**src/sv/moldudp64_packet_parser_top_defines.svh**
```systemverilog
// ----------------------------------------------------------------------------
// moldudp64_packet_parser_top_defines.svh
// Assertion macros shared by the parser's modules.
// ----------------------------------------------------------------------------
`ifndef MOLDUDP64_PACKET_PARSER_TOP_DEFINES_SVH
`define MOLDUDP64_PACKET_PARSER_TOP_DEFINES_SVH

// Invariant that must hold at every clock edge out of reset
`define MPP_CHECK(lbl, cond, msg) \
    lbl: assert property (@(posedge aclk) disable iff (!aresetn) (cond)) else $error(msg);

// Same-cycle implication
`define MPP_CHECK_IMP(lbl, ante, cons, msg) \
    lbl: assert property (@(posedge aclk) disable iff (!aresetn) (ante) |-> (cons)) \
        else $error(msg);

`endif

```
**src/sv/mpp_pkg.sv**
```systemverilog
`timescale 1ns / 1ps
// ----------------------------------------------------------------------------
// mpp_pkg
// Types and constants of the MoldUDP64 packet parser.
// ----------------------------------------------------------------------------
package mpp_pkg;

    localparam int SESSION_BYTES   = 10;
    localparam int COUNT_START     = 18;
    localparam int HEADER_BYTES    = 20;
    localparam logic [15:0] SESSION_END_MARK = 16'hFFFF;
    localparam int MPP_QUEUE_DEPTH = 4;

    // Parser phase, one-hot
    typedef enum logic [4:0] {
        PH_HEADER = 5'b00001,
        PH_LEN_HI = 5'b00010,
        PH_LEN_LO = 5'b00100,
        PH_BODY   = 5'b01000,
        PH_DONE   = 5'b10000
    } mpp_phase_t;

    typedef enum logic [1:0] {
        KIND_SESSION = 2'd0,
        KIND_MESSAGE = 2'd1,
        KIND_VERDICT = 2'd2
    } mpp_kind_t;

    typedef enum logic [2:0] {
        ST_OK           = 3'd0,
        ST_SHORT_HEADER = 3'd1,
        ST_CUT_LENGTH   = 3'd2,
        ST_CUT_MESSAGE  = 3'd3,
        ST_TRAILING     = 3'd4
    } mpp_status_t;

    typedef struct packed {
        logic [7:0] byte_value;
        logic       last_byte;
    } mpp_in_t;

    typedef struct packed {
        mpp_kind_t   kind;
        logic [7:0]  data_byte;
        logic [15:0] byte_index;
        logic [15:0] msg_index;
        logic [15:0] message_length;
        logic        msg_end;
        logic [63:0] sequence_number;
        logic [15:0] msg_count;
        logic        session_end;
        mpp_status_t status;
        logic        run_last;
    } mpp_out_t;

    // One classified input beat: an optional data result and an optional verdict
    typedef struct packed {
        logic        has_data;
        mpp_kind_t   kind;
        logic [7:0]  data_byte;
        logic [15:0] byte_index;
        logic [15:0] msg_index;
        logic [15:0] message_length;
        logic        msg_end;
        logic        has_verdict;
        logic [63:0] sequence_number;
        logic [15:0] msg_count;
        logic        session_end;
        mpp_status_t status;
    } mpp_entry_t;

endpackage

```
**src/sv/moldudp64_packet_parser_top.sv**
```systemverilog
`timescale 1ns / 1ps
// A byte's first result is registered in the entry queue and then in the output register.
// Throughput: one byte per cycle in unless the queue is full, one result per cycle out
// while m_ready is high; a packet's last byte yields up to two results, output one after the other.
// The entry queue between parser and result stage sets how long input keeps flowing under stall.
// Reset: synchronous, active-low aresetn clears parser state, queue and output valid.
// ----------------------------------------------------------------------------
// moldudp64_packet_parser_top
// MoldUDP64 downstream packet parser: session bytes, message bytes and verdict.
// ----------------------------------------------------------------------------
module moldudp64_packet_parser_top import mpp_pkg::*; #(
    parameter int QUEUE_DEPTH = MPP_QUEUE_DEPTH
) (
    input  logic     aclk,
    input  logic     aresetn,
    input  logic     s_valid,
    output logic     s_ready,
    input  mpp_in_t  s_data,
    output logic     m_valid,
    input  logic     m_ready,
    output mpp_out_t m_data
);

    logic       queue_full;
    logic       push;
    mpp_entry_t push_entry;
    logic       pop;
    logic       head_valid;
    mpp_entry_t head_entry;

    // Byte parser
    mpp_front u_front (
        .aclk       (aclk),
        .aresetn    (aresetn),
        .s_valid    (s_valid),
        .s_ready    (s_ready),
        .s_data     (s_data),
        .queue_full (queue_full),
        .push       (push),
        .push_entry (push_entry)
    );

    // Entry queue
    mpp_queue #(
        .DEPTH (QUEUE_DEPTH)
    ) u_queue (
        .aclk       (aclk),
        .aresetn    (aresetn),
        .push       (push),
        .push_entry (push_entry),
        .full       (queue_full),
        .pop        (pop),
        .head_valid (head_valid),
        .head_entry (head_entry)
    );

    // Result stage
    mpp_back u_back (
        .aclk       (aclk),
        .aresetn    (aresetn),
        .head_valid (head_valid),
        .head_entry (head_entry),
        .pop        (pop),
        .m_valid    (m_valid),
        .m_ready    (m_ready),
        .m_data     (m_data)
    );

endmodule

```
**src/sv/mpp_front.sv**
```systemverilog
`timescale 1ns / 1ps
// ----------------------------------------------------------------------------
// mpp_front
// Byte parser: tracks header, length prefixes and message bodies, and turns
// each accepted beat that yields a data result or a verdict into one queue entry.
// ----------------------------------------------------------------------------
module mpp_front import mpp_pkg::*; (
    input  logic       aclk,
    input  logic       aresetn,
    input  logic       s_valid,
    output logic       s_ready,
    input  mpp_in_t    s_data,
    input  logic       queue_full,
    output logic       push,
    output mpp_entry_t push_entry
);

    mpp_phase_t  phase_reg, phase_next;
    logic [4:0]  header_pos_reg, header_pos_next;
    logic [63:0] seq_accum_reg, seq_accum_next;
    logic [15:0] count_accum_reg, count_accum_next;
    logic [15:0] msgs_left_reg, msgs_left_next;
    logic [7:0]  length_high_reg, length_high_next;
    logic [15:0] body_left_reg, body_left_next;
    logic [15:0] body_pos_reg, body_pos_next;
    logic [15:0] msg_number_reg, msg_number_next;
    mpp_status_t error_code_reg, error_code_next;

    logic        accept;
    logic        msg_done;
    logic [15:0] new_length;
    logic [7:0]  b;

    assign s_ready = !queue_full;
    assign accept  = s_valid && s_ready;
    assign b       = s_data.byte_value;
    assign new_length = {length_high_reg, b};

    // Next state and entry contents for the current beat
    always_comb begin
        phase_next       = phase_reg;
        header_pos_next  = header_pos_reg;
        seq_accum_next   = seq_accum_reg;
        count_accum_next = count_accum_reg;
        msgs_left_next   = msgs_left_reg;
        length_high_next = length_high_reg;
        body_left_next   = body_left_reg;
        body_pos_next    = body_pos_reg;
        msg_number_next  = msg_number_reg;
        error_code_next  = error_code_reg;
        msg_done         = 1'b0;
        push_entry       = '0;

        unique case (phase_reg)
            PH_HEADER: begin
                if (header_pos_reg < 5'(SESSION_BYTES)) begin
                    push_entry.has_data   = 1'b1;
                    push_entry.kind       = KIND_SESSION;
                    push_entry.data_byte  = b;
                    push_entry.byte_index = 16'(header_pos_reg);
                end else if (header_pos_reg < 5'(COUNT_START)) begin
                    seq_accum_next = {seq_accum_reg[55:0], b};
                end else begin
                    count_accum_next = {count_accum_reg[7:0], b};
                end
                header_pos_next = header_pos_reg + 5'd1;
                if (header_pos_next >= 5'(HEADER_BYTES)) begin
                    if (count_accum_next == SESSION_END_MARK || count_accum_next == 16'd0) begin
                        phase_next = PH_DONE;
                    end else begin
                        msgs_left_next = count_accum_next;
                        phase_next     = PH_LEN_HI;
                    end
                end
            end
            PH_LEN_HI: begin
                length_high_next = b;
                phase_next       = PH_LEN_LO;
            end
            PH_LEN_LO: begin
                body_left_next = new_length;
                body_pos_next  = 16'd0;
                if (new_length == 16'd0) begin
                    // empty message gives a single marker
                    push_entry.has_data  = 1'b1;
                    push_entry.kind      = KIND_MESSAGE;
                    push_entry.msg_index = msg_number_reg;
                    push_entry.msg_end   = 1'b1;
                    msg_done             = 1'b1;
                end else begin
                    phase_next = PH_BODY;
                end
            end
            PH_BODY: begin
                body_left_next            = body_left_reg - 16'd1;
                push_entry.has_data       = 1'b1;
                push_entry.kind           = KIND_MESSAGE;
                push_entry.data_byte      = b;
                push_entry.byte_index     = body_pos_reg;
                push_entry.msg_index      = msg_number_reg;
                push_entry.message_length = body_pos_reg + body_left_reg;
                push_entry.msg_end        = (body_left_next == 16'd0);
                body_pos_next             = body_pos_reg + 16'd1;
                msg_done                  = (body_left_next == 16'd0);
            end
            PH_DONE: begin
                // anything past the last message is trailing junk
                error_code_next = ST_TRAILING;
                phase_next      = PH_DONE;
            end
            default: begin
                phase_next = PH_HEADER;
            end
        endcase

        // message complete: advance ordinal, stop after the last one
        if (msg_done) begin
            msg_number_next = msg_number_reg + 16'd1;
            msgs_left_next  = msgs_left_reg - 16'd1;
            phase_next      = (msgs_left_reg == 16'd1) ? PH_DONE : PH_LEN_HI;
        end

        // verdict fields, taken from the updated state
        push_entry.has_verdict     = s_data.last_byte;
        push_entry.sequence_number = seq_accum_next;
        push_entry.msg_count       = count_accum_next;
        push_entry.session_end     = (header_pos_next >= 5'(HEADER_BYTES))
                                     && (count_accum_next == SESSION_END_MARK);
        unique case (phase_next)
            PH_HEADER: push_entry.status = ST_SHORT_HEADER;
            PH_LEN_HI: push_entry.status = ST_CUT_LENGTH;
            PH_LEN_LO: push_entry.status = ST_CUT_LENGTH;
            PH_BODY:   push_entry.status = ST_CUT_MESSAGE;
            default:   push_entry.status = error_code_next;
        endcase
    end

    assign push = accept && (push_entry.has_data || push_entry.has_verdict);

    // Parser state; a verdict returns everything to the reset values
    always_ff @(posedge aclk) begin
        if (!aresetn || (accept && s_data.last_byte)) begin
            phase_reg       <= PH_HEADER;
            header_pos_reg  <= '0;
            seq_accum_reg   <= '0;
            count_accum_reg <= '0;
            msgs_left_reg   <= '0;
            length_high_reg <= '0;
            body_left_reg   <= '0;
            body_pos_reg    <= '0;
            msg_number_reg  <= '0;
            error_code_reg  <= ST_OK;
        end else if (accept) begin
            phase_reg       <= phase_next;
            header_pos_reg  <= header_pos_next;
            seq_accum_reg   <= seq_accum_next;
            count_accum_reg <= count_accum_next;
            msgs_left_reg   <= msgs_left_next;
            length_high_reg <= length_high_next;
            body_left_reg   <= body_left_next;
            body_pos_reg    <= body_pos_next;
            msg_number_reg  <= msg_number_next;
            error_code_reg  <= error_code_next;
        end
    end

endmodule

```
**src/sv/mpp_queue.sv**
```systemverilog
`timescale 1ns / 1ps
// ----------------------------------------------------------------------------
// mpp_queue
// Small FIFO of parsed entries between the parser and the result stage.
// ----------------------------------------------------------------------------
`include "moldudp64_packet_parser_top_defines.svh"

module mpp_queue import mpp_pkg::*; #(
    parameter int DEPTH = MPP_QUEUE_DEPTH
) (
    input  logic       aclk,
    input  logic       aresetn,
    input  logic       push,
    input  mpp_entry_t push_entry,
    output logic       full,
    input  logic       pop,
    output logic       head_valid,
    output mpp_entry_t head_entry
);

    localparam int PTR_W = (DEPTH > 1) ? $clog2(DEPTH) : 1;
    localparam int CNT_W = $clog2(DEPTH + 1);

    mpp_entry_t       slots [DEPTH];
    logic [PTR_W-1:0] wr_ptr_reg, wr_ptr_next;
    logic [PTR_W-1:0] rd_ptr_reg, rd_ptr_next;
    logic [CNT_W-1:0] count_reg, count_next;

    assign full       = (count_reg == CNT_W'(DEPTH));
    assign head_valid = (count_reg != '0);
    assign head_entry = slots[rd_ptr_reg];

    // Pointer and fill bookkeeping
    always_comb begin
        wr_ptr_next = wr_ptr_reg;
        rd_ptr_next = rd_ptr_reg;
        count_next  = count_reg;
        if (push) begin
            wr_ptr_next = (wr_ptr_reg == PTR_W'(DEPTH - 1)) ? '0 : wr_ptr_reg + PTR_W'(1);
        end
        if (pop) begin
            rd_ptr_next = (rd_ptr_reg == PTR_W'(DEPTH - 1)) ? '0 : rd_ptr_reg + PTR_W'(1);
        end
        if (push && !pop) begin
            count_next = count_reg + CNT_W'(1);
        end else if (pop && !push) begin
            count_next = count_reg - CNT_W'(1);
        end
    end

    always_ff @(posedge aclk) begin
        if (!aresetn) begin
            wr_ptr_reg <= '0;
            rd_ptr_reg <= '0;
            count_reg  <= '0;
        end else begin
            wr_ptr_reg <= wr_ptr_next;
            rd_ptr_reg <= rd_ptr_next;
            count_reg  <= count_next;
        end
    end

    // Entry storage
    always_ff @(posedge aclk) begin
        if (push) begin
            slots[wr_ptr_reg] <= push_entry;
        end
    end

    `MPP_CHECK(a_count_bound, count_reg <= CNT_W'(DEPTH), "queue count beyond depth")
    `MPP_CHECK_IMP(a_no_overflow, push, !full || pop, "push into full queue")
    `MPP_CHECK_IMP(a_empty_ptrs, count_reg == '0, rd_ptr_reg == wr_ptr_reg, "empty but ptrs differ")

endmodule

```
**src/sv/mpp_back.sv**
```systemverilog
`timescale 1ns / 1ps
// ----------------------------------------------------------------------------
// mpp_back
// Result stage: expands each queue entry into one or two result beats and
// holds them in the output register.
// ----------------------------------------------------------------------------
`include "moldudp64_packet_parser_top_defines.svh"

module mpp_back import mpp_pkg::*; (
    input  logic       aclk,
    input  logic       aresetn,
    input  logic       head_valid,
    input  mpp_entry_t head_entry,
    output logic       pop,
    output logic       m_valid,
    input  logic       m_ready,
    output mpp_out_t   m_data
);

    logic     m_valid_reg, m_valid_next;
    mpp_out_t m_data_reg, m_data_next;
    logic     data_done_reg, data_done_next;
    logic     load;

    assign load    = !m_valid_reg || m_ready;
    assign m_valid = m_valid_reg;
    assign m_data  = m_data_reg;

    // Pick the next beat: data result first, then the verdict
    always_comb begin
        m_valid_next   = m_valid_reg;
        m_data_next    = m_data_reg;
        data_done_next = data_done_reg;
        pop            = 1'b0;
        if (load) begin
            m_valid_next = head_valid;
            if (head_valid) begin
                m_data_next = '0;
                if (head_entry.has_data && !data_done_reg) begin
                    m_data_next.kind           = head_entry.kind;
                    m_data_next.data_byte      = head_entry.data_byte;
                    m_data_next.byte_index     = head_entry.byte_index;
                    m_data_next.msg_index      = head_entry.msg_index;
                    m_data_next.message_length = head_entry.message_length;
                    m_data_next.msg_end        = head_entry.msg_end;
                    m_data_next.run_last       = !head_entry.has_verdict;
                    pop                        = !head_entry.has_verdict;
                    data_done_next             = head_entry.has_verdict;
                end else begin
                    m_data_next.kind            = KIND_VERDICT;
                    m_data_next.sequence_number = head_entry.sequence_number;
                    m_data_next.msg_count       = head_entry.msg_count;
                    m_data_next.session_end     = head_entry.session_end;
                    m_data_next.status          = head_entry.status;
                    m_data_next.run_last        = 1'b1;
                    pop                         = 1'b1;
                    data_done_next              = 1'b0;
                end
            end
        end
    end

    always_ff @(posedge aclk) begin
        if (!aresetn) begin
            m_valid_reg   <= 1'b0;
            data_done_reg <= 1'b0;
        end else begin
            m_valid_reg   <= m_valid_next;
            data_done_reg <= data_done_next;
        end
    end

    // Output payload
    always_ff @(posedge aclk) begin
        m_data_reg <= m_data_next;
    end

    `MPP_CHECK_IMP(a_pop_on_load, pop, load && head_valid, "entry popped without emitting")
    `MPP_CHECK_IMP(a_split_pending, data_done_reg, head_valid, "verdict half lost its entry")
    `MPP_CHECK_IMP(a_verdict_last, m_valid_reg && m_data_reg.kind == KIND_VERDICT, m_data_reg.run_last, "verdict not last of run")

endmodule
```
**config.mk**
```make
export PLATFORM = sky130hd
export DESIGN_NAME = moldudp64_packet_parser_top
export DESIGN_NICKNAME = d
export VERILOG_FILES = /design/src/sv/mpp_pkg.sv /design/src/sv/moldudp64_packet_parser_top.sv /design/src/sv/mpp_front.sv /design/src/sv/mpp_queue.sv /design/src/sv/mpp_back.sv
export VERILOG_INCLUDE_DIRS = /design/src /design/src/sv
export SDC_FILE = /design/constraint.sdc
export NUM_CORES = 1
export LEC_CHECK = 0
export ABC_AREA = 1
export BUFFER_PORTS_ARGS = -buffer_cell sky130_fd_sc_hd__buf_2
export CAP_MARGIN = 25
export CELL_PAD_IN_SITES_DETAIL_PLACEMENT = 2
export CELL_PAD_IN_SITES_GLOBAL_PLACEMENT = 2
export CORE_MARGIN = 4
export CORE_UTILIZATION = 35
export CTS_CLUSTER_DIAMETER = 80
export CTS_CLUSTER_SIZE = 28
export DETAILED_ROUTE_END_ITERATION = 10
export GPL_ROUTABILITY_DRIVEN = 0
export PLACE_DENSITY_LB_ADDON = 0.1
export SETUP_SLACK_MARGIN = 0.3
export SYNTH_ARGS = -nofsm -noshare
export SYNTH_HDL_FRONTEND = slang
export SYNTH_SLANG_ARGS = --single-unit
```
**constraint.sdc**
```tcl
create_clock -name aclk -period 10.61 [get_ports aclk]
set_input_delay 1.061 -clock aclk [delete_from_list [all_inputs] [get_ports aclk]]
set_output_delay 1.061 -clock aclk [all_outputs]
set_load 0.05 [all_outputs]
```
Word level (Yosys, flattened, before mapping)
Memories as Yosys holds them, arrays and structs flattened. A register that Yosys moved wholly into a read port is not among the register bits. Index checks and enable logic that the tools add are counted.

Output and inout bits: 146. Bits of input ports: 13. Memories kept: 1. Bits in registers: 318. Logic and storage cells: 132. Bits in writable memories: 580.

Magnitude comparators: 4. Reduce and logical (&&, ||, !) cells: 32. Eq/ne operators: 16. Mux-type cells: 43. Add/sub/neg operators: 10.

Memory list: u_queue.slots (words 4, width 145, read ports 1, clocked after Yosys merged registers in 1, write ports 1, line mpp_queue.sv:24) `mpp_entry_t slots [DEPTH];`.

Operators by type and width (number): $mux W64 (3); $mux W16 (10); $pmux W16 S2 (3); $logic_not A16 Y1 (3); $pmux W24 S2 (1); $add A16 B1 Y16 const B (2); $eq A16 B16 Y1 const B (2); $sub A16 B1 Y16 const B (2); $mux W5 (6); $mux W27 (1); $pmux W5 S5 (1); $pmux W3 S3 (2); $add A16 B16 Y16 (1); $eq A16 B1 Y1 const B (1); $mux W3 (4); $eq A5 B1 Y1 const B (2); $eq A5 B2 Y1 const B (2); $eq A5 B3 Y1 const B (2); $eq A5 B4 Y1 const B (2); $ge A5 B5 Y1 const B (2); $mux W2 (4); $reduce_and A2 Y1 (4); $reduce_bool A2 Y1 (4); $logic_and A1 B1 Y1 (7); 17 further kinds (34).

Logic depth before layout (Yosys ltp)
Gate-level depths: netlist of run 1.

Depth after elaboration: 13. Gate-level depth with buffers: 18. Gate-level depth less buffers: 17.

By module
A second synthesis of run 1 with hierarchy kept.

Cell total of the unflattened synthesis: 3606. Area, all modules: 38040.2 µm².

Modules (own cells, without submodules): mpp_queue (seq. area each 17596.9 µm², cells each 1462, times used 1, area each 21817.2 µm²); mpp_front (seq. area each 3303.2 µm², cells each 1683, times used 1, area each 10425.0 µm²); mpp_back (seq. area each 4364.2 µm², cells each 461, times used 1, area each 5798.1 µm²).

Worst setup path after synthesis of run 1
No wires, ideal clock.

Kind: input -> register. Start: in m_ready. End: reg u_queue.count_reg[1]. Library setup time: 0.119 ns. Required time: 10.491 ns. Buffers on the path: 0. Arrival: 10.238 ns. Stages: 8. Slack: 0.252 ns. Cell sequence: nor2_1 -> a31oi_1 -> nand2_1 -> ha_1 -> inv_1 -> fa_1 -> o21ai_0 -> a21oi_1.

Longest elaborated chain between the ends: 5. Elaborated cells on any way between the ends: 7. Those cells by class: 2 x mux; 5 x reduce/logical.

RTL lines: from (decl) (line moldudp64_packet_parser_top.sv:20) `input logic m_ready,`; $logic_or A1 B1 Y1 (line mpp_back.sv:25) `assign load = !m_valid_reg || m_ready;`; $mux W1 (line mpp_back.sv:35) `if (load) begin`; $logic_not A1 Y1 (line mpp_queue.sv:44) `if (push && !pop) begin`; $logic_and A1 B1 Y1 (line mpp_queue.sv:44); $mux W3 (line mpp_queue.sv:44); net u_queue.count_next[1] (line mpp_queue.sv:27) `logic [CNT_W-1:0] count_reg, count_next;`; to (signal assigned) (line mpp_queue.sv:59) `count_reg <= count_next;`; to (decl) (line mpp_queue.sv:27).

The timed path passes the listed nets, and every way through them passes these cells. A chain may end at the register's enable or synchronous reset.

Worst setup path after layout of run 1
Start: reg u_queue.count_reg[1]. End: reg u_front.body_left_reg[2].

Longest elaborated chain between the ends: 5. Elaborated cells on any way between the ends: 6. Those cells by class: 1 x eq/ne; 5 x reduce/logical.

RTL lines: $eq A3 B3 Y1 * (line mpp_queue.sv:29) `assign full = (count_reg == CNT_W'(DEPTH));`; $logic_not A1 Y1 * (line mpp_front.sv:34) `assign s_ready = !queue_full;`; $logic_and A1 B1 Y1 * (line mpp_front.sv:35) `assign accept = s_valid && s_ready;`; $logic_and A1 B1 Y1 (line mpp_front.sv:142) `if (!aresetn || (accept && s_data.last_byte)) begin`; $logic_or A1 B1 Y1 (line mpp_front.sv:142); to (signal assigned) (line mpp_front.sv:160) `body_left_reg <= body_left_next;`; to (decl) (line mpp_front.sv:24) `logic [15:0] body_left_reg, body_left_next;`.

Mark *: on every way between the ends. The rest lies on a longest branch, timed or not.

==> flow_summary.json, run 1 <==
{
  "max_freq_ghz": 0.214,
  "nFillCells": 11100,
  "clockPowerShare_pct": 21.0,
  "path_class": "flip-flop to flip-flop",
  "cp_slowest_stage_delay_ps": 780,
  "p_switching_mw": 4.80,
  "cp_num_buf_inv": 5,
  "report.final.setup_viol": 0,
  "pwr-share-comb_pct": 34.8,
  "grt_pass1_wl_um": 180000,
  "grt_max_degree": 133,
  "dieArea_um2": 112000,
  "syn-instance-count": 3582,
  "finalMaxSlewViolations": 0,
  "ys_warn_count": 0,
  "hpwl_um": 76100,
  "antenna_found_initial": 2,
  "cts_buffers": 50,
  "fin_crit_sh_pct": 44.1,
  "p_int_mw": 6.56,
  "ys_async_sr_fraction_pct": 0,
  "port-buffer-count": 158,
  "setup-tns-final_ps": 0,
  "finalPower_mw": 11.4,
  "worstPathMaxFanout": 72,
  "p_seq_share_pct": 44.2,
  "synth.most_common_cell": "edfxtp_1",
  "final_core_util_pct": 39.3,
  "wirelength_um": 119000,
  "die_x_um": 335,
  "ys_dominant_reg_cell": "edfxtp_1",
  "post_cts_buffers": 0,
  "hold_viol": 0,
  "maxCapViolCount": 0,
  "syn-num-nets": 3625,
  "clkSinkCount": 896,
  "ys_ff_latch": 896,
  "worst_setup_path_end_kind": "flip-flop",
  "cts_root_buf": "clkbuf_16",
  "htreeDepth": 2,
  "dieHeight_um": 335,
  "worst_slew_pin_slew_ps": 1060,
  "yosysTopAreaCellShare_pct": 57.7,
  "start_util_pct": 35.4,
  "timing.hold.ws_ps": 450,
  "powerDensity_nw_per_um2": 273,
  "power.leakage_nw": 15.6,
  "ant_nets": 0,
  "synth_top_cell_by_area": "edfxtp_1",
  "path_clk_slew_ps": 110,
  "synth.distinct_cells": 52,
  "worst_ep_required_time_ps": 11210,
  "path_cells": "inv_1 > nand3_1 > nand2_4 > buf_4 > inv_2 > nand2_1 > nand2_4 > buf_4 > inv_2 > o21ai_0 > a31oi_1",
  "tritoncts": "built",
  "hold_path.class": "flip-flop to flip-flop",
  "nets": 3683,
  "io_pins": 159,
  "first_iter_violations": 1499,
  "period_minus_slack_ps": 4680,
  "drive_gt1_share_pct": 9.59,
  "relSlewSlack_pct": 28.7,
  "wl_per_cell_um": 23.4,
  "seq_area_frac_synth_pct": 67.1,
  "clk_path_buf_depth": 3,
  "grtUsageTotal_pct": 20.8,
  "cp_slowest_cell": "inv_2",
  "netlist_area_um2": 37500,
  "cts_resized": 0,
  "drcViolationCount": 0,
  "rows": 119,
  "grt_pass1_vias": 28800,
  "avgSynthCellArea_um2": 10.5,
  "synthToLayoutAreaGrowth_pct": 10.9,
  "cts-hold-fix-buffers": 0,
  "via_per_inst": 5.22,
  "firstDrtPassIters": 5,
  "status": "finished clean",
  "synth_area_leaders": "edfxtp_1, dfxtp_1, o21ai_0",
  "worstPathArrival_ps": 5270,
  "skew_ps": 52.0,
  "rsz0062_at_grt": "false",
  "core_um2": 106000,
  "synth_commonest_cells": "edfxtp_1, nor2_1, o21ai_0",
  "switching_share_pct": 42.2,
  "largest_register_ffs": 576,
  "critPathTopFamily": "buffers and inverters",
  "clock_latency_ps": 700,
  "vias": 26500,
  "startpoint_type": "flip-flop",
  "synth_edf_count": 720,
  "grt.overflow.total": 0,
  "irDropWorstVdd_mv": 0.189
}
## through the flow
step           cell area [um2]  setup WS, ps  cells
6_report                 41600          5930   5076
5_1_grt                  41600          5550   5074
4_1_cts                  41500          5840   5070
3_5_place_dp             39700          5270   4976
3_3_place_gp             39600          5510   4971
2_1_floorplan            37500          1870   3582
## routing by layer
metal | global-route usage, % | routed length [um]
met3 | 1.86 | 3080
met5 | 0 | 0
met2 | 37.2 | 59800
met1 | 27.5 | 53900
met4 | 4.26 | 1980
## final timing paths
kind / start / end / slack [ps] / cells past startpoint
max: u_queue.count_reg[1] / u_front.body_left_reg[2] / 5930 / 11
max reg2reg: u_queue.count_reg[1] / u_front.body_left_reg[2] / 5930 / 11
min: u_front.error_code_reg[1] / u_front.error_code_reg[1] / 450 / 2
min reg2reg: u_front.error_code_reg[1] / u_front.error_code_reg[1] / 450 / 2
## tightest hold or removal path: stages, from the launching register on
cell and delay, ps:
dfxtp_1 330, nand2_1 60, nor2_1 30
## power groups by stage
| stage | Combinational (mW) | Clock, mW | Sequential [mW] |
|---|---|---|---|
| 2_1_floorplan | 1.66 | 0 | 6.08 |
| 3_3_place_gp | 3.85 | 0 | 5.06 |
| 3_5_place_dp | 4.01 | 0 | 5.11 |
| 4_1_cts | 4.03 | 2.46 | 5.04 |
| 5_1_grt | 4.32 | 2.58 | 5.09 |
| 6_report | 3.95 | 2.38 | 5.02 |
## area by class of cell
cell class	count	area (um2)	area share, %
sequential	896	25200	60.5
multi-input combinational	2131	10200	24.6
timing repair buffer	196	1200	2.88
clock buffer	57	1320	3.17
tap	1391	1740	4.19
clock inverter	37	531	1.28
inverter	365	1380	3.32
antenna	3	7.51	0.0181
## layout by cell type, fill, tap and decap left out, types with 20 or more instances in the layout
master / count
nand3_1: 80
nor2_1: 592
inv_1: 353
nor3_1: 20
buf_4: 30
a21oi_1: 234
nand2_1: 412
dfxtp_1: 174
clkbuf_16: 51
o21ai_0: 526
ha_1: 28
xor2_1: 30
edfxtp_1: 720
o22ai_1: 87
buf_2: 159
## kinds of logic (layout without fill, tap and decap cells)
| logic type | after synthesis | after routing | synth area share, % |
|---|---|---|---|
| compound gates | 886 | 886 | 12.4 |
| xor+xnor | 40 | 40 | 0.955 |
| fa+ha+maj | 30 | 30 | 1.04 |
| buf+inv | 555 | 655 | 5.77 |
| flops | 896 | 896 | 67.1 |
| other cells | 0 | 3 | 0 |
| simple gates | 1175 | 1175 | 12.8 |
Power figures use the tool's default switching activity.
==> run 2, diff against run 1 <==
clock period = 3.8 ns   (was 10.61 ns; I/O delays follow)
==> run 2 against run 1 <==
Critical path depth down 3. Routed wire length decreased by 1.5%. Total power grew to 2.8 times the previous value. Via count up 0.97%. Largest power group unchanged. Largest cell class unchanged. Utilization up 0.44 points. Design area is 1.1% higher. Critical endpoint is now u_queue.slots[0][3]. Sequential share of layout area down 0.66 points. Count of clock-buffer cells in the layout up 3. Cell count rose by 0.77%. Clock skew down 12 ps. Non-clock buffer count up 43.
==> flow_summary.json, run 2 (synthesis results as in run 1) <==
{
  "status": "finished clean",
  "switching_share_pct": 41.6,
  "worstPathMaxFanout": 40,
  "dieArea_um2": 112000,
  "min_path_cells": 3,
  "diodes": 0,
  "grt.overflow.total": 0,
  "r2r-end": "u_queue.slots[0][3]",
  "tritoncts": "built",
  "startpoint_type": "flip-flop",
  "r2r_slack_ps": 730,
  "via_per_inst": 5.23,
  "vias": 26800,
  "period_minus_slack_ps": 3070,
  "maxCapViolCount": 0,
  "finalPower_mw": 31.9,
  "relSlewSlack_pct": 8.79,
  "antenna_found_initial": 7,
  "cts_buffers": 50,
  "grtUsageTotal_pct": 20.3,
  "setup-tns-final_ps": 0,
  "p_switching_mw": 13.3,
  "firstDrtPassIters": 5,
  "powerDensity_nw_per_um2": 759,
  "path_cells": "nor2_2 > nand2_2 > nand2_4 > buf_4 > o21ai_1 > o21ai_0 > nand4_1 > nor4b_1",
  "drcViolationCount": 0,
  "hold_path.class": "input port to flip-flop",
  "cp_slowest_stage_delay_ps": 690,
  "wirelength_um": 117000,
  "worstPathArrival_ps": 3450,
  "power.leakage_nw": 15.9,
  "irDropWorstVdd_mv": 0.765,
  "post_cts_buffers": 0,
  "wl_per_cell_um": 22.9,
  "finalMaxSlewViolations": 0,
  "fin_crit_sh_pct": 80.8,
  "start_util_pct": 35.4,
  "core_um2": 106000,
  "io_pins": 159,
  "clockPowerShare_pct": 21.4,
  "path_clk_slew_ps": 100,
  "max_freq_ghz": 0.326,
  "grt_pass1_wl_um": 176000,
  "report.final.setup_viol": 0,
  "r2r_start": "u_front.header_pos_reg[1]",
  "p_int_mw": 18.6,
  "final_cell_mix": "edfxtp_1, nor2_1, o21ai_0",
  "largest_register_ffs": 576,
  "port-buffer-count": 158,
  "drive_gt1_share_pct": 10.7,
  "p_seq_share_pct": 43.4,
  "hold_viol": 0,
  "clkSinkCount": 896,
  "worst_setup_path_end_kind": "flip-flop",
  "clk_path_buf_depth": 3,
  "clock_latency_ps": 690,
  "ff2ff_path_depth": 8,
  "rsz0062_at_grt": "false",
  "grt_max_degree": 259,
  "min_from": "s_data[3]",
  "synthToLayoutAreaGrowth_pct": 12.2,
  "first_iter_violations": 1569,
  "hpwl_um": 76100,
  "layout_commonest_cell": "edfxtp_1",
  "grt_pass1_vias": 29000,
  "worst_ep_required_time_ps": 4180,
  "cp_num_buf_inv": 1,
  "hold_path_end": "u_front.count_accum_reg[2]",
  "nets": 3726,
  "die_x_um": 335,
  "cts_root_buf": "clkbuf_16",
  "htreeDepth": 2,
  "cts-hold-fix-buffers": 1,
  "critPathTopFamily": "simple AND/OR/NAND/NOR gates",
  "cts_resized": 0,
  "pwr-share-comb_pct": 35.2,
  "cp_slowest_cell": "nor4b_1",
  "path_class": "flip-flop to flip-flop",
  "skew_ps": 40.4,
  "dieHeight_um": 335,
  "ant_nets": 0,
  "worst_slew_pin_slew_ps": 1370,
  "rows": 119
}
## run 2: changes by cell type in the layout (fill, tap and decap cells not counted), sizes merged, moves of 2 or more
| cell | previous run | this run |
|---|---|---|
| buf | 196 | 237 |
| clkinv | 14 | 8 |
| clkbuf | 57 | 61 |
| diode | 3 | 0 |
| bufinv | 2 | 4 |
| clkinvlp | 4 | 2 |
| inv | 382 | 384 |
## run 2: power by group through the flow
stage               clock network [mW]  logic (mW)  registers [mW]
floorplan                            0        4.67            16.8
global placement                     0        11.1            14.0
detailed placement                   0        11.4            14.1
CTS                               7.07        11.5            13.9
global route                      7.38        12.2            14.0
finish                            6.83        11.2            13.9
## run 2: final cells by class
class	count	area, um2
fill	11100	63800
tap	1391	1740
timing repair buffer	239	1610
sequential	896	25200
multi-input combinational	2131	10300
clock buffer	60	1400
clock inverter	33	500
inverter	365	1380
## run 2: layer usage
layer,up-vias,part of all wire [%],global-route usage (%)
li1,12400,-,-
met3,97,3.0,2.28
met2,333,51,36.7
met1,13900,44,26.4
met4,0,1.7,3.95
met5,-,0,0
## run 2: worst register-to-register path: cells and delay by family, from the launching register on
| family | cells | cell delay (ps) |
|---|---|---|
| buf+inv | 1 | 310 |
| compound gates | 2 | 640 |
| flops | 1 | 370 |
| simple gates | 5 | 1460 |
## run 2: per-stage QoR
stage / worst slack (ps) / hold WS, ps / instances / utilization [%] / area, um2
floorplan: -575 / 419 / 3582 / - / 37500
global placement: 692 / 433 / 5020 / 37.9 / 40100
detailed placement: 640 / 446 / 5020 / 37.9 / 40100
CTS: 632 / 37.5 / 5114 / 39.7 / 42000
global route: 303 / 81.2 / 5115 / 39.7 / 42000
finish: 729 / 84.7 / 5115 / 39.7 / 42000
## run 2: worst max-delay path by stage
stage	slack [ps]	start	endpoint	depth (start not counted)
4_1_cts	630	u_front.header_pos_reg[1]	u_queue.slots[0][3]	8
6_report	730	u_front.header_pos_reg[1]	u_queue.slots[0][3]	8
3_3_place_gp	690	s_data[8]	u_queue.slots[0][32]	10
5_1_grt	300	u_front.header_pos_reg[1]	u_queue.slots[2][3]	8
3_5_place_dp	640	s_data[8]	u_queue.slots[0][33]	10
2_1_floorplan	-570	u_back.m_valid	u_queue.count_reg[1]	9
==> run 3, diff against run 2 <==
clock period = 3.04 ns   (was 3.8 ns; I/O delays follow)
==> run 3 against run 2 <==
Cell count grew 1.1%. Clock skew grew 0.91 ps. Via count grew 0.52%. First-iteration DRC count shrank 1.6%. Count of clock-buffer cells in the layout shrank 1.
==> flow_summary.json, run 3 (synthesis results as in run 1) <==
{
  "grt.overflow.total": 0,
  "nets": 3777,
  "firstDrtPassIters": 5,
  "report.final.setup_viol": 0,
  "cts_root_buf": "clkbuf_16",
  "wl_per_cell_um": 23.0,
  "antenna_found_initial": 8,
  "clock_latency_ps": 690,
  "path_clk_slew_ps": 110,
  "startpoint_type": "flip-flop",
  "via_per_inst": 5.20,
  "worstPathMaxFanout": 4,
  "layout.cells.non_filler": 5172,
  "final_cell_mix": "edfxtp_1, nor2_1, o21ai_0",
  "hold_path.class": "input port to flip-flop",
  "min_path_cells": 3,
  "irDropWorstVdd_mv": 0.812,
  "start_util_pct": 35.4,
  "io_pins": 159,
  "worst_ep_required_time_ps": 3610,
  "ant_nets": 0,
  "grt_pass1_vias": 29700,
  "rows": 119,
  "power.leakage_nw": 16.2,
  "hpwl_um": 77000,
  "port-buffer-count": 158,
  "first_iter_violations": 1544,
  "htreeDepth": 2,
  "grtUsageTotal_pct": 20.8,
  "dieArea_um2": 112000,
  "r2r_slack_ps": 430,
  "drive_gt1_share_pct": 12.4,
  "wirelength_um": 119000,
  "status": "finished clean",
  "ff2ff_path_depth": 14,
  "largest_register_ffs": 576,
  "maxCapViolCount": 0,
  "powerDensity_nw_per_um2": 941,
  "vias": 26900,
  "timing.hold.ws_ps": 68.7,
  "rsz0062_at_grt": "true",
  "path_class": "flip-flop to flip-flop",
  "max_freq_ghz": 0.384,
  "dieHeight_um": 335,
  "clk_path_buf_depth": 3,
  "clkSinkCount": 896,
  "finalMaxSlewViolations": 0,
  "period_minus_slack_ps": 2610,
  "core_um2": 106000,
  "fin_crit_sh_pct": 85.7,
  "grt_max_degree": 219,
  "skew_ps": 41.3,
  "worstPathArrival_ps": 3180,
  "worst_setup_path_end_kind": "flip-flop",
  "tritoncts": "built",
  "r2r-end": "u_queue.count_reg[2]",
  "hold_viol": 0,
  "synthToLayoutAreaGrowth_pct": 14.4,
  "nFillCells": 11100,
  "cts_buffers": 52,
  "hold_path_end": "u_front.count_accum_reg[2]",
  "r2r_start": "u_front.header_pos_reg[4]",
  "place_inst": 5055,
  "worst_slew_pin_slew_ps": 1090,
  "layout_commonest_cell": "edfxtp_1",
  "drcViolationCount": 0,
  "relSlewSlack_pct": 27.3,
  "grt_pass1_wl_um": 180000,
  "min_from": "s_data[3]",
  "die_x_um": 335
}
## run 3: area by class of cell
| cell class | count | area, um2 | share of cell area (%) |
|---|---|---|---|
| Multi-Input combinational cell | 2133 | 10400 | 24.2 |
| Clock buffer | 59 | 1390 | 3.24 |
| Inverter | 365 | 1390 | 3.24 |
| Antenna cell | 3 | 7.51 | 0.0175 |
| Tap cell | 1391 | 1740 | 4.06 |
| Sequential cell | 896 | 25200 | 58.7 |
| Timing Repair Buffer | 286 | 2240 | 5.22 |
| Clock inverter | 39 | 592 | 1.38 |
## run 3: routing by layer
layer / vias up / track usage (%) / part of all wire (%)
met4: 0 / 4.06 / 1.8
met3: 106 / 2.20 / 2.9
met1: 13900 / 26.5 / 44
met2: 347 / 38.3 / 52
met5: - / 0 / 0
li1: 12500 / - / -
## run 3: through the flow
stage               power (mW)  utilization (%)  setup TNS (ps)  instance area [um2]  setup slack [ps]
floorplan                 26.8                -         -662670                37500             -1330
global route              42.6             40.5               0                42900               268
detailed placement        32.3             38.4               0                40600              43.5
CTS                       41.0             40.3               0                42700               315
global placement          31.5             38.4               0                40600              89.2
finish                    40.4             40.5               0                42900               434
## run 3: how the worst max path moves through the flow
stage	start	endpoint
after floorplan	u_back.m_valid	u_queue.count_reg[1]
after global placement	u_front.header_pos_reg[1]	u_queue.slots[3][3]
after detailed placement	s_data[8]	u_queue.count_reg[2]
after CTS	u_front.phase_reg[2]	u_queue.count_reg[2]
after global routing	u_front.phase_reg[0]	u_front.body_pos_reg[15]
final	u_front.header_pos_reg[4]	u_queue.count_reg[2]
## run 3: repair_timing
item,in CTS,in global routing
hold endpoints to repair,12,0
gates resized for setup,10,35
setup buffers,0,7
pin swaps,1,4
gates cloned,0,2
hold buffers,6,0
endpoints found under the setup margin,13,95
## run 3: power by group
part	internal, mW	leakage, nW	switching (mW)
registers	16.5	8.29	0.924
clock network	3.80	0.938	4.84
logic	3.19	7.00	11.1
## run 3: critical path, stage by stage, from the launching register on
cell and delay [ps]:
dfxtp_1 460, inv_1 200, o21ai_0 160, nor2_2 240
nor2_2 80, nand2_2 100, o21ai_2 80, inv_2 80
ha_2 180, inv_2 40, fa_1 400, a21oi_2 140
o21ai_1 100, o21ai_1 150, a21oi_1 70
